===== src/hdl/char_class_tokenizer_assert.svh =====
// Assertion macros for the tokenizer. Each macro samples on the rising edge of clock.
`ifndef CHAR_CLASS_TOKENIZER_ASSERT_SVH
`define CHAR_CLASS_TOKENIZER_ASSERT_SVH
`ifndef NO_ASSERTIONS
`define CCT_ASSERT(lbl, prop, msg) \
   lbl: assert property (@(posedge clock) disable iff (reset) prop) else $error(msg);
`define CCT_ASSERT_ALWAYS(lbl, prop, msg) \
   lbl: assert property (@(posedge clock) prop) else $error(msg);
`else
`define CCT_ASSERT(lbl, prop, msg)
`define CCT_ASSERT_ALWAYS(lbl, prop, msg)
`endif
`endif


===== src/hdl/cct_pkg.sv =====
`default_nettype none
package cct_pkg;

   localparam int CHAR_W    = 8;
   localparam int SET_W     = 64;
   localparam int SET_CHARS = 8;
   localparam int SLOT_W    = (SET_CHARS > 1) ? $clog2(SET_CHARS) : 1;
   localparam int EV_W      = 3;
   localparam int MODE_W    = 2;
   localparam int CSR_IDX_W = 3;

   localparam logic [EV_W-1:0] EV_CHAR   = 3'd0;
   localparam logic [EV_W-1:0] EV_UEND   = 3'd1;
   localparam logic [EV_W-1:0] EV_QEND   = 3'd2;
   localparam logic [EV_W-1:0] EV_SINGLE = 3'd3;
   localparam logic [EV_W-1:0] EV_EOF    = 3'd4;
   localparam logic [EV_W-1:0] EV_ERROR  = 3'd5;

   localparam logic [MODE_W-1:0] MODE_IDLE = 2'd0;
   localparam logic [MODE_W-1:0] MODE_UNQ  = 2'd1;
   localparam logic [MODE_W-1:0] MODE_QUO  = 2'd2;
   localparam logic [MODE_W-1:0] MODE_SKIP = 2'd3;

   localparam logic [CSR_IDX_W-1:0] CSR_SPACE   = 3'd0;
   localparam logic [CSR_IDX_W-1:0] CSR_COMMENT = 3'd1;
   localparam logic [CSR_IDX_W-1:0] CSR_SINGLE  = 3'd2;
   localparam logic [CSR_IDX_W-1:0] CSR_OPEN_Q  = 3'd3;
   localparam logic [CSR_IDX_W-1:0] CSR_CLOSE_Q = 3'd4;

   localparam logic [SET_W-1:0] SPACE_RESET   = 64'h0000_0000_0A0D_0920;
   localparam logic [SET_W-1:0] COMMENT_RESET = 64'h0000_0000_0000_0023;
   localparam logic [SET_W-1:0] SINGLE_RESET  = 64'h0000_0000_0000_0000;
   localparam logic [SET_W-1:0] OPEN_Q_RESET  = 64'h0000_0000_0000_0022;
   localparam logic [SET_W-1:0] CLOSE_Q_RESET = 64'h0000_0000_0000_0022;

   typedef struct packed {
      logic [SET_W-1:0] space;
      logic [SET_W-1:0] comment;
      logic [SET_W-1:0] single_tok;
      logic [SET_W-1:0] open_q;
      logic [SET_W-1:0] close_q;
   } sets_type;

   typedef struct packed {
      logic [EV_W-1:0]   event_res;
      logic [CHAR_W-1:0] char_out;
      logic              last;
   } result_type;

   typedef struct packed {
      logic [1:0] count;
      result_type first;
      result_type second;
   } step_type;

   typedef struct packed {
      logic              hit;
      logic [SLOT_W-1:0] slot;
   } slot_hit_type;

   // Lowest matching slot wins; a zero byte never matches.
   function automatic slot_hit_type find_slot(input logic [SET_W-1:0] set,
                                              input logic [CHAR_W-1:0] c);
      slot_hit_type r;
      r = '0;
      for (int i = SET_CHARS - 1; i >= 0; i--) begin
         if (c != '0 && set[CHAR_W*i +: CHAR_W] == c) begin
            r.hit  = 1'b1;
            r.slot = SLOT_W'(i);
         end
      end
      return r;
   endfunction

   function automatic result_type make_result(input logic [EV_W-1:0] ev,
                                              input logic [CHAR_W-1:0] c);
      result_type r;
      r.event_res = ev;
      r.char_out  = (ev == EV_CHAR || ev == EV_SINGLE) ? c : '0;
      r.last      = 1'b0;
      return r;
   endfunction

endpackage
`default_nettype wire


===== src/hdl/cct_classify.sv =====
`default_nettype none
`include "char_class_tokenizer_assert.svh"
module cct_classify (
   input  wire logic                      clock,
   input  wire logic                      reset,
   input  wire logic [cct_pkg::CHAR_W-1:0] byte_in,
   input  wire logic                      fire,
   input  wire cct_pkg::sets_type         sets,
   output cct_pkg::step_type              step
);
   import cct_pkg::*;

   logic [MODE_W-1:0] mode_ff, mode_in, next_mode;
   logic [CHAR_W-1:0] close_ff, close_in;

   slot_hit_type hit_space, hit_comment, hit_single, hit_open;

   logic              idle_has;
   result_type        idle_res;
   logic [MODE_W-1:0] idle_mode;
   logic              idle_load;
   logic              ends_unq;
   logic              load_close;
   step_type          raw;

   always_comb begin
      hit_space   = find_slot(sets.space, byte_in);
      hit_comment = find_slot(sets.comment, byte_in);
      hit_single  = find_slot(sets.single_tok, byte_in);
      hit_open    = find_slot(sets.open_q, byte_in);
      ends_unq    = byte_in == '0 || hit_space.hit || hit_comment.hit || hit_single.hit;
   end

   // Handling of a byte that arrives between tokens.
   always_comb begin
      idle_has  = 1'b0;
      idle_res  = make_result(EV_EOF, byte_in);
      idle_mode = MODE_IDLE;
      idle_load = 1'b0;
      if (byte_in == '0) begin
         idle_has = 1'b1;
      end else if (hit_space.hit) begin
         idle_has = 1'b0;
      end else if (hit_comment.hit) begin
         idle_has  = 1'b1;
         idle_mode = MODE_SKIP;
      end else if (hit_single.hit) begin
         idle_has = 1'b1;
         idle_res = make_result(EV_SINGLE, byte_in);
      end else if (hit_open.hit) begin
         idle_mode = MODE_QUO;
         idle_load = 1'b1;
      end else begin
         idle_has  = 1'b1;
         idle_res  = make_result(EV_CHAR, byte_in);
         idle_mode = MODE_UNQ;
      end
   end

   always_comb begin
      raw        = '0;
      next_mode  = mode_ff;
      load_close = 1'b0;
      unique case (mode_ff)
         MODE_IDLE: begin
            raw.count  = {1'b0, idle_has};
            raw.first  = idle_res;
            next_mode  = idle_mode;
            load_close = idle_load;
         end
         MODE_UNQ: begin
            if (ends_unq) begin
               raw.count  = idle_has ? 2'd2 : 2'd1;
               raw.first  = make_result(EV_UEND, byte_in);
               raw.second = idle_res;
               next_mode  = idle_mode;
               load_close = idle_load;
            end else begin
               raw.count = 2'd1;
               raw.first = make_result(EV_CHAR, byte_in);
            end
         end
         MODE_QUO: begin
            raw.count = 2'd1;
            if (byte_in == '0) begin
               raw.first = make_result(EV_ERROR, byte_in);
               next_mode = MODE_IDLE;
            end else if (byte_in == close_ff) begin
               raw.first = make_result(EV_QEND, byte_in);
               next_mode = MODE_IDLE;
            end else begin
               raw.first = make_result(EV_CHAR, byte_in);
            end
         end
         MODE_SKIP: begin
            if (byte_in == '0) begin
               next_mode = MODE_IDLE;
            end
         end
         default: begin
            next_mode = MODE_IDLE;
         end
      endcase
   end

   always_comb begin
      step             = raw;
      step.first.last  = raw.count == 2'd1;
      step.second.last = raw.count == 2'd2;
      mode_in          = fire ? next_mode : mode_ff;
      close_in         = (fire && load_close) ? sets.close_q[CHAR_W*hit_open.slot +: CHAR_W]
                                              : close_ff;
   end

   always_ff @(posedge clock) begin
      if (reset) begin
         mode_ff  <= MODE_IDLE;
         close_ff <= '0;
      end else begin
         mode_ff  <= mode_in;
         close_ff <= close_in;
      end
   end

   `CCT_ASSERT(a_quote_zero_error, ((fire && mode_ff == MODE_QUO && byte_in == '0) |=> (mode_ff == MODE_IDLE)), "Zero byte inside a quote did not return to between tokens")
   `CCT_ASSERT(a_skip_silent, ((mode_ff == MODE_SKIP) |-> (step.count == 2'd0)), "Byte after a comment produced a result")
   `CCT_ASSERT(a_pair_starts_uend, ((step.count == 2'd2) |-> (mode_ff == MODE_UNQ && step.first.event_res == EV_UEND)), "Two results without an unquoted string end")

endmodule
`default_nettype wire


===== src/hdl/cct_rsp_buf.sv =====
`default_nettype none
`include "char_class_tokenizer_assert.svh"
module cct_rsp_buf (
   input  wire logic              clock,
   input  wire logic              reset,
   input  wire logic              push,
   input  wire cct_pkg::step_type step,
   output logic                   can_load,
   output logic                   out_valid,
   input  wire logic              out_ready,
   output cct_pkg::result_type    out_res
);
   import cct_pkg::*;

   logic [1:0] cnt_ff, cnt_in;
   result_type head_ff, head_in;
   result_type tail_ff, tail_in;
   logic       pop;

   always_comb begin
      pop      = cnt_ff != 2'd0 && out_ready;
      can_load = cnt_ff == 2'd0 || (cnt_ff == 2'd1 && out_ready);
      cnt_in   = pop ? cnt_ff - 2'd1 : cnt_ff;
      head_in  = pop ? tail_ff : head_ff;
      tail_in  = tail_ff;
      if (push && step.count != 2'd0) begin
         cnt_in  = step.count;
         head_in = step.first;
         tail_in = step.second;
      end
   end

   always_ff @(posedge clock) begin
      if (reset) begin
         cnt_ff <= '0;
      end else begin
         cnt_ff <= cnt_in;
      end
      head_ff <= head_in;
      tail_ff <= tail_in;
   end

   assign out_valid = cnt_ff != 2'd0;
   assign out_res   = head_ff;

   `CCT_ASSERT(a_cnt_range, (cnt_ff != 2'd3), "Result buffer count out of range")
   `CCT_ASSERT(a_push_room, ((push && step.count != 2'd0) |-> can_load), "Results loaded into a buffer without room")
   `CCT_ASSERT(a_push_count, ((push && step.count != 2'd0) |=> (cnt_ff == $past(step.count))), "Result buffer count does not match the loaded item")

endmodule
`default_nettype wire


===== src/hdl/char_class_tokenizer.sv =====
// Path: a byte is registered on acceptance and classified, and its results are loaded into
// the two-entry result buffer. Throughput: one byte per cycle while the output is ready; a
// result byte after one that closes an unquoted string with a second result waits for room.
// Reset: synchronous, active high; restores the default character sets and the between-tokens
// mode and empties the input register and the result buffer.
`default_nettype none
module char_class_tokenizer (
   input  wire logic                         clock,
   input  wire logic                         reset,
   input  wire logic                         req_tvalid,
   output logic                              req_tready,
   input  wire logic [7:0]                   req_tdata,  // byte_in[7:0]
   output logic                              rsp_tvalid,
   input  wire logic                         rsp_tready,
   output logic [15:0]                       rsp_tdata,  // event_res[2:0], char_out[10:3], zero
   output logic                              rsp_tlast,
   input  wire logic                         csr_valid,
   output logic                              csr_ready,
   input  wire logic [cct_pkg::CSR_IDX_W-1:0] csr_index,
   input  wire logic [cct_pkg::SET_W-1:0]     csr_data
);
   import cct_pkg::*;

   sets_type          sets_ff, sets_in;
   logic              in_valid_ff, in_valid_in;
   logic [CHAR_W-1:0] byte_ff, byte_in;
   logic              in_fire;
   logic              can_load;
   step_type          step;
   result_type        out_res;

   assign csr_ready = 1'b1;

   always_comb begin
      sets_in = sets_ff;
      if (csr_valid) begin
         unique case (csr_index)
            CSR_SPACE:   sets_in.space      = csr_data;
            CSR_COMMENT: sets_in.comment    = csr_data;
            CSR_SINGLE:  sets_in.single_tok = csr_data;
            CSR_OPEN_Q:  sets_in.open_q     = csr_data;
            CSR_CLOSE_Q: sets_in.close_q    = csr_data;
            default:     sets_in            = sets_ff;
         endcase
      end
   end

   always_comb begin
      in_fire     = in_valid_ff && (step.count == 2'd0 || can_load);
      req_tready  = !in_valid_ff || in_fire;
      in_valid_in = (req_tvalid && req_tready) ? 1'b1 : (in_fire ? 1'b0 : in_valid_ff);
      byte_in     = (req_tvalid && req_tready) ? req_tdata : byte_ff;
   end

   always_ff @(posedge clock) begin
      if (reset) begin
         sets_ff.space      <= SPACE_RESET;
         sets_ff.comment    <= COMMENT_RESET;
         sets_ff.single_tok <= SINGLE_RESET;
         sets_ff.open_q     <= OPEN_Q_RESET;
         sets_ff.close_q    <= CLOSE_Q_RESET;
         in_valid_ff        <= 1'b0;
      end else begin
         sets_ff     <= sets_in;
         in_valid_ff <= in_valid_in;
      end
      byte_ff <= byte_in;
   end

   cct_classify u_classify (
      .clock   (clock),
      .reset   (reset),
      .byte_in (byte_ff),
      .fire    (in_fire),
      .sets    (sets_ff),
      .step    (step)
   );

   cct_rsp_buf u_rsp_buf (
      .clock     (clock),
      .reset     (reset),
      .push      (in_fire),
      .step      (step),
      .can_load  (can_load),
      .out_valid (rsp_tvalid),
      .out_ready (rsp_tready),
      .out_res   (out_res)
   );

   assign rsp_tdata = {5'b0, out_res.char_out, out_res.event_res};
   assign rsp_tlast = out_res.last;

endmodule
`default_nettype wire


===== config.mk =====
export PLATFORM = sky130hd
export DESIGN_NAME = char_class_tokenizer
export DESIGN_NICKNAME = d
export VERILOG_FILES = /design/src/hdl/cct_pkg.sv /design/src/hdl/cct_classify.sv /design/src/hdl/cct_rsp_buf.sv /design/src/hdl/char_class_tokenizer.sv
export VERILOG_INCLUDE_DIRS = /design/src /design/src/hdl
export SDC_FILE = /design/constraint.sdc
export NUM_CORES = 1
export LEC_CHECK = 0
export BUFFER_PORTS_ARGS = -buffer_cell sky130_fd_sc_hd__buf_2
export CAP_MARGIN = 20
export CORE_ASPECT_RATIO = 1.4
export CORE_MARGIN = 8
export CORE_UTILIZATION = 50
export DETAILED_ROUTE_END_ITERATION = 8
export GPL_TIMING_DRIVEN = 0
export PLACE_DENSITY = 0.75
export SKIP_CTS_REPAIR_TIMING = 1
export SLEW_MARGIN = 20
export SYNTH_ARGS = -nofsm -noshare
export SYNTH_HDL_FRONTEND = slang
export SYNTH_SLANG_ARGS = --single-unit

===== constraint.sdc =====
create_clock -name clock -period 4 [get_ports clock]
set_input_delay 0.4 -clock clock [delete_from_list [all_inputs] [get_ports clock]]
set_output_delay 0.4 -clock clock [all_outputs]
set_load 0.01 [all_outputs]

# After elaboration in Yosys (flattened, before gate mapping)
# Index checks and enable logic that the tools add are counted.
[classes]
add_sub_neg = 1
mul = 0
n_div = 0
n_lt_le_gt_ge = 0
n_eq_ne = 46
shifts = 1
muxes = 70
n_bitwise = 0
n_reduce_logical = 62
[ops]
columns = ["op", "count"]
rows = [
  ["$eq 8x8->1", 33],
  ["$mux 4", 32],
  ["$mux 12", 8],
  ["$shiftx 64x7->8", 1],
  ["$pmux 14 s3", 1],
  ["$logic_and 1x1->1", 38],
  ["$mux 2", 12],
  ["$mux 14", 1],
  ["$mux 1", 13],
  ["$reduce_and 2->1", 6],
  ["$mux 11", 1],
  ["$logic_not 8->1", 1],
  ["$pmux 2 s4", 1],
  ["$reduce_bool 2->1", 4],
  ["$reduce_bool 8->1", 1],
  ["$eq 2x1->1 const B", 3],
  ["$eq 2x2->1 const B", 3],
  ["$eq 3x2->1 const B", 2],
  ["$logic_not 2->1", 3],
  ["$logic_or 1x1->1", 6],
  ["$ne 2x1->1 const B", 2],
  ["$reduce_and 4->1", 1],
  ["$eq 3x1->1 const B", 1],
  ["$eq 3x3->1 const B", 1],
  ["other kinds (5)", 5],
]
[word_totals]
register_bits = 365
latch_bits = 0
ram_bits = 0
rom_bits = 0
inputBits = 80
word_cells = 196
n_memories = 0

# Depth between registers and ports, before layout
[depth]
ltp_word = 24
ltp_mapped = 14

# Hierarchy
# A second synthesis with hierarchy kept.
[hier_totals]
hier_cells = 2060
area_unflattened_um2 = 17181.5
[by_module_without_submodules]
columns = ["module", "n_inst", "cells_each", "area_per_inst_um2"]
rows = [
  ["char_class_tokenizer", 1, 1417, 11417.2],
  ["cct_classify", 1, 585, 4725.8],
  ["cct_rsp_buf", 1, 58, 1038.5],
]

# Worst setup path before layout
# No wires, ideal clock.
[synth_path]
path_kind = "reg2reg"
start = "reg byte_ff[6]"
end = "reg u_rsp_buf.head_ff (netlist bit u_rsp_buf.out_res[9]), data pin"
setup_time_ps = 260
arrival_ps = 2670
setup_slack_ps = 1070
stages_incl_launch_ff = 12
n_path_buf = 2
period_less_slack_ps = 2930
path_cell_list = "edfxtp_1 > buf_6 > xor2_2 > nor4_4 > nand4_2 > and4_4 > buf_6 > nand3_4 > a31oi_2 > o31ai_2 > inv_1 > mux2_2"
[synth_rtl]
columns = ["item", "line_no", "text"]
rows = [
  ["start, declared", "char_class_tokenizer.sv:26", "logic [CHAR_W-1:0] byte_ff, byte_in;"],
  ["start signal, assigned", "char_class_tokenizer.sv:67", "byte_ff <= byte_in;"],
  ["end signal, assigned", "cct_rsp_buf.sv:39", "head_ff <= head_in;"],
  ["end, declared", "cct_rsp_buf.sv:16", "result_type head_ff, head_in;"],
]

# Final worst setup path
[layout_path]
start = "reg byte_ff[5]"
end = "out req_tready"
[layout_via]
elab_chain_cells = 22
word_cells_on_any_way = 113
[layout_lines]
columns = ["item", "line_no", "text"]
rows = [
  ["$eq 8x8->1 / $reduce_bool 8->1 (equally long branches)", "cct_pkg.sv:67", "if (c != '0 && set[CHAR_W*i +: CHAR_W] == c) begin"],
  ["$logic_and 1x1->1", "cct_pkg.sv:67", ""],
  ["$mux 4 (8 in a row)", "cct_pkg.sv:67", ""],
  ["$mux 1", "cct_classify.sv:50", "end else if (hit_open.hit) begin"],
  ["$mux 1", "cct_classify.sv:47", "end else if (hit_single.hit) begin"],
  ["$mux 1", "cct_classify.sv:44", "end else if (hit_comment.hit) begin"],
  ["$mux 1", "cct_classify.sv:42", "end else if (hit_space.hit) begin"],
  ["$mux 1", "cct_classify.sv:40", "if (byte_in == '0) begin"],
  ["$mux 2", "cct_classify.sv:73", "raw.count = idle_has ? 2'd2 : 2'd1;"],
  ["$mux 14", "cct_classify.sv:72", "if (ends_unq) begin"],
  ["$pmux 14 s3 *", "cct_classify.sv:64", "unique case (mode_ff)"],
  ["$logic_not 2->1 *", "char_class_tokenizer.sv:49", "in_fire = in_valid_ff && (step.count == 2'd0 || can_load);"],
  ["$logic_or 1x1->1 *", "char_class_tokenizer.sv:49", ""],
  ["$logic_and 1x1->1 *", "char_class_tokenizer.sv:49", ""],
  ["$logic_or 1x1->1 *", "char_class_tokenizer.sv:50", "req_tready = !in_valid_ff || in_fire;"],
  ["end, declared", "char_class_tokenizer.sv:11", "output logic req_tready,"],
]
# Mark *: on every way between the ends. The rest lies on a longest branch, timed or not.

==> metrics.md <==
| Metric | Value |
|---|---|
| Max Clock Freq | 0.257 GHz |
| Max Buffers Root-to-Sink | 3 |
| Die W | 171 microns |
| Die H | 233 microns |
| Number of global-route vias before repair | 14800 |
| Status | finished, final reports clean |
| Register area share after synthesis | 0.451 |
| Worst rel slew slack | 0.298 |
| Number of routed nets with antenna violations | 0 |
| Initial antenna violation count | 1 |
| DR iter-0 viols | 1455 |
| # setup viols final | 0 |
| Critical Path AT | 3.50 ns |
| Req. time, crit path | 3.60 ns |
| Worst-case clock skew | 0.0293 ns |
| YS warnings | 0 |
| Die footprint | 39900 sq um |
| Post-synth ARST share | 0 |
| Routed WL | 57600 microns |
| CTS tree | done |
| Vias/cell | 5.74 |
| Crit start category | flop |
| FF-to-FF Start | byte_ff[7] |
| Crit. Startpoint | byte_ff[5] |
| Diode count | 0 |
| FF-to-FF setup slack | 0.22 ns |
| Max-slew violations | 0 |
| Non-Filler Instances | 2671 |
| Synth Area in Compound Gates | 0.133 |
| Max-cap violation count | 0 |
| Placed insts | 2607 |
| Worst slew pin tran | 1.05 ns |
| Largest net degree at the start of global routing | 16 |
| GR Overflow Total | 0 |
| Total track usage | 0.284 |
| RSZ-0062 raised after global routing | false |
| Dpl cell area | 17900 sq um |
| # fillers | 3056 |
| PortBufs | 91 |
| Syn Inst Count | 2067 |
| GPL Wtd Cong | 0.941 |
| Most common cell after layout, fill and taps aside | nand2_1 |
| Area delta synth->final | 13.2% |
| Clk_lat worst skew | 0.54 ns |
| Area leader, netlist | dfxtp_1 |
| Rows | 79 |
| I/O pin count | 100 |
| Core Util, Final | 0.574 |
| R2r endpoint | u_classify.close_ff[4] |
| Critical Path End Type | primary output |
| Drt wl/cell | 21.6 microns |
| Residual DRC | 0 |
| CTS Root Cell | clkbuf_16 |
| Synth cell types | 69 |
| Top post-synthesis cells by area | dfxtp_1 (40%), nand2_1 (15%), xor2_1 (12%) |
| Post-route design area | 19100 sq um |
| Layout cells sized above 1 | 0.0993 |
| Post-synthesis adder-cell area fraction | 0.00149 |
| Minimum clock period | 3.90 ns |
| Mux contribution to synthesized area | 0.00201 |
| Post-synth top area share | 0.396 |
| Main combinational cell family by area after synthesis | simple AND/OR/NAND/NOR gates |
| Critical Path Sink | req_tready |
| Commonest cells after routing, fill and taps aside | nand2_1 (677), dfxtp_1 (333), a21oi_1 (316) |
| Worst VDD drop | 243 uV |
| Post-Syn Area | 16800 sq um |
| Seq cells post-synth | 364 |
| Setup total negative slack | 0 ns |
| Lkg Pwr | 7.31 nW |
| Maximum fanout along the worst path | 10 |
| First-pass GRT wire length | 85800 microns |
| Worst R2R Path Depth | 12 |
| Post-synthesis xor/xnor area fraction | 0.139 |
| DR pass1 iterations | 7 |
| EDFF count, synth | 31 |
| Top FF cell, synth | dfxtp_1 |
| Initial Utilization | 0.507 |
| Total power density per cell area | 453 nW/um^2 |
| Sink Count | 364 |
| Syn_area_per_cell | 8.14 sq um |
| Synth Area in Simple Gates | 0.220 |
| Min-delay worst type | in -> reg |
| Clk slew on worst S/H paths | 0.06 ns |
| Fin crit share | 0.975 |
| Vias post-DR | 15300 |
| Detailed placement HPWL | 41400 microns |
| Final hold vios | 0 |
| H-tree Lvls | 2 |
| TritonCTS Buffers | 36 |
| Layout Nets | 2282 |
| CP Class | reg -> out |
| CORE AREA | 33200 sq um |
-- state kept, by name (all words and copies together), names as in the netlist --
| signal | flops |
|---|---|
| u_classify.mode_ff | 2 |
| u_rsp_buf.cnt_ff | 2 |
| sets_ff | 320 |
| in_valid_ff | 1 |
| u_rsp_buf.out_res | 12 |
| byte_ff | 8 |
| u_rsp_buf.tail_ff | 11 |
| u_classify.close_ff | 8 |
-- how the worst min path moves through the flow --
stage | from | end | slack, ns | cells after the start
2_1_floorplan | sets_ff[16] | sets_ff[16] | 0.44 | 2
3_3_place_gp | sets_ff[37] | sets_ff[37] | 0.44 | 2
3_5_place_dp | sets_ff[38] | sets_ff[38] | 0.45 | 2
4_1_cts | req_tdata[4] | byte_ff[4] | 0.03 | 1
5_1_grt | req_tdata[4] | byte_ff[4] | 0.04 | 1
6_report | req_tdata[4] | byte_ff[4] | 0.04 | 1
-- synth_stat cells, drive strengths merged, types with 9 or more instances --
cell type  instances
clkbuf           102
nand4             14
xnor2             37
nor2b              9
a21oi            316
dfxtp            333
inv                9
nand2            678
nor2              25
o21ai             13
nor3b             10
nor4              60
and3              10
o22ai             14
edfxtp            31
nand3             11
xor2             228
nand3b            17
buf               58
a31oi             12
-- routing by layer --
layer / up-vias / share of wire / routed length [microns] / global-route usage
met5: - / 0 / 0 / 0
met4: 0 / 0.081 / 4660 / 0.208
met3: 263 / 0.092 / 5320 / 0.0559
met2: 781 / 0.47 / 26900 / 0.472
met1: 7211 / 0.36 / 20700 / 0.320
li1: 7082 / - / - / -
-- through the flow --
stage               hold slack, ns  total power, mW  setup slack [ns]
floorplan                    0.436             4.77              1.07
global placement             0.442             5.21             0.302
detailed placement           0.448             5.24             0.289
CTS                         0.0336             8.59             0.180
global route                0.0405             8.85         0.0000111
finish                      0.0441             8.63             0.102
-- cell families after synthesis --
group           Yosys count
other cells               2
xor+xnor                265
fa+ha+maj                 2
flops                   364
simple gates            860
compound gates          402
mux                       3
buf+inv                 169
-- final cells by class --
| cell class | instances | area [sq um] | area share |
|---|---|---|---|
| multi-input combinational | 1538 | 8380 | 0.440 |
| inverter | 9 | 33.8 | 0.00177 |
| clock inverter | 8 | 57.6 | 0.00302 |
| timing repair buffer | 91 | 455 | 0.0239 |
| clock buffer | 56 | 1140 | 0.0597 |
| sequential | 364 | 7600 | 0.399 |
| buffer | 160 | 841 | 0.0441 |
| tap | 445 | 557 | 0.0292 |
-- where the power goes --
group | switching [mW] | internal, mW | total, mW
clock | 1.47 | 1.97 | 3.44
combinational | 0.844 | 0.419 | 1.26
sequential | 0.0749 | 3.85 | 3.93
total | 2.39 | 6.24 | 8.63
-- worst max-delay path: stages, from the launching register on --
cell,delay (ns)
edfxtp_1,0.40
buf_6,0.19
buf_6,0.20
xor2_1,0.16
nor4_1,0.69
nand2_1,0.23
o2111ai_1,0.28
o21ai_2,0.18
a31oi_2,0.21
or3_4,0.17
nand3_1,0.09
buf_2,0.16
No activity file was read; power rests on OpenSTA's default activity.
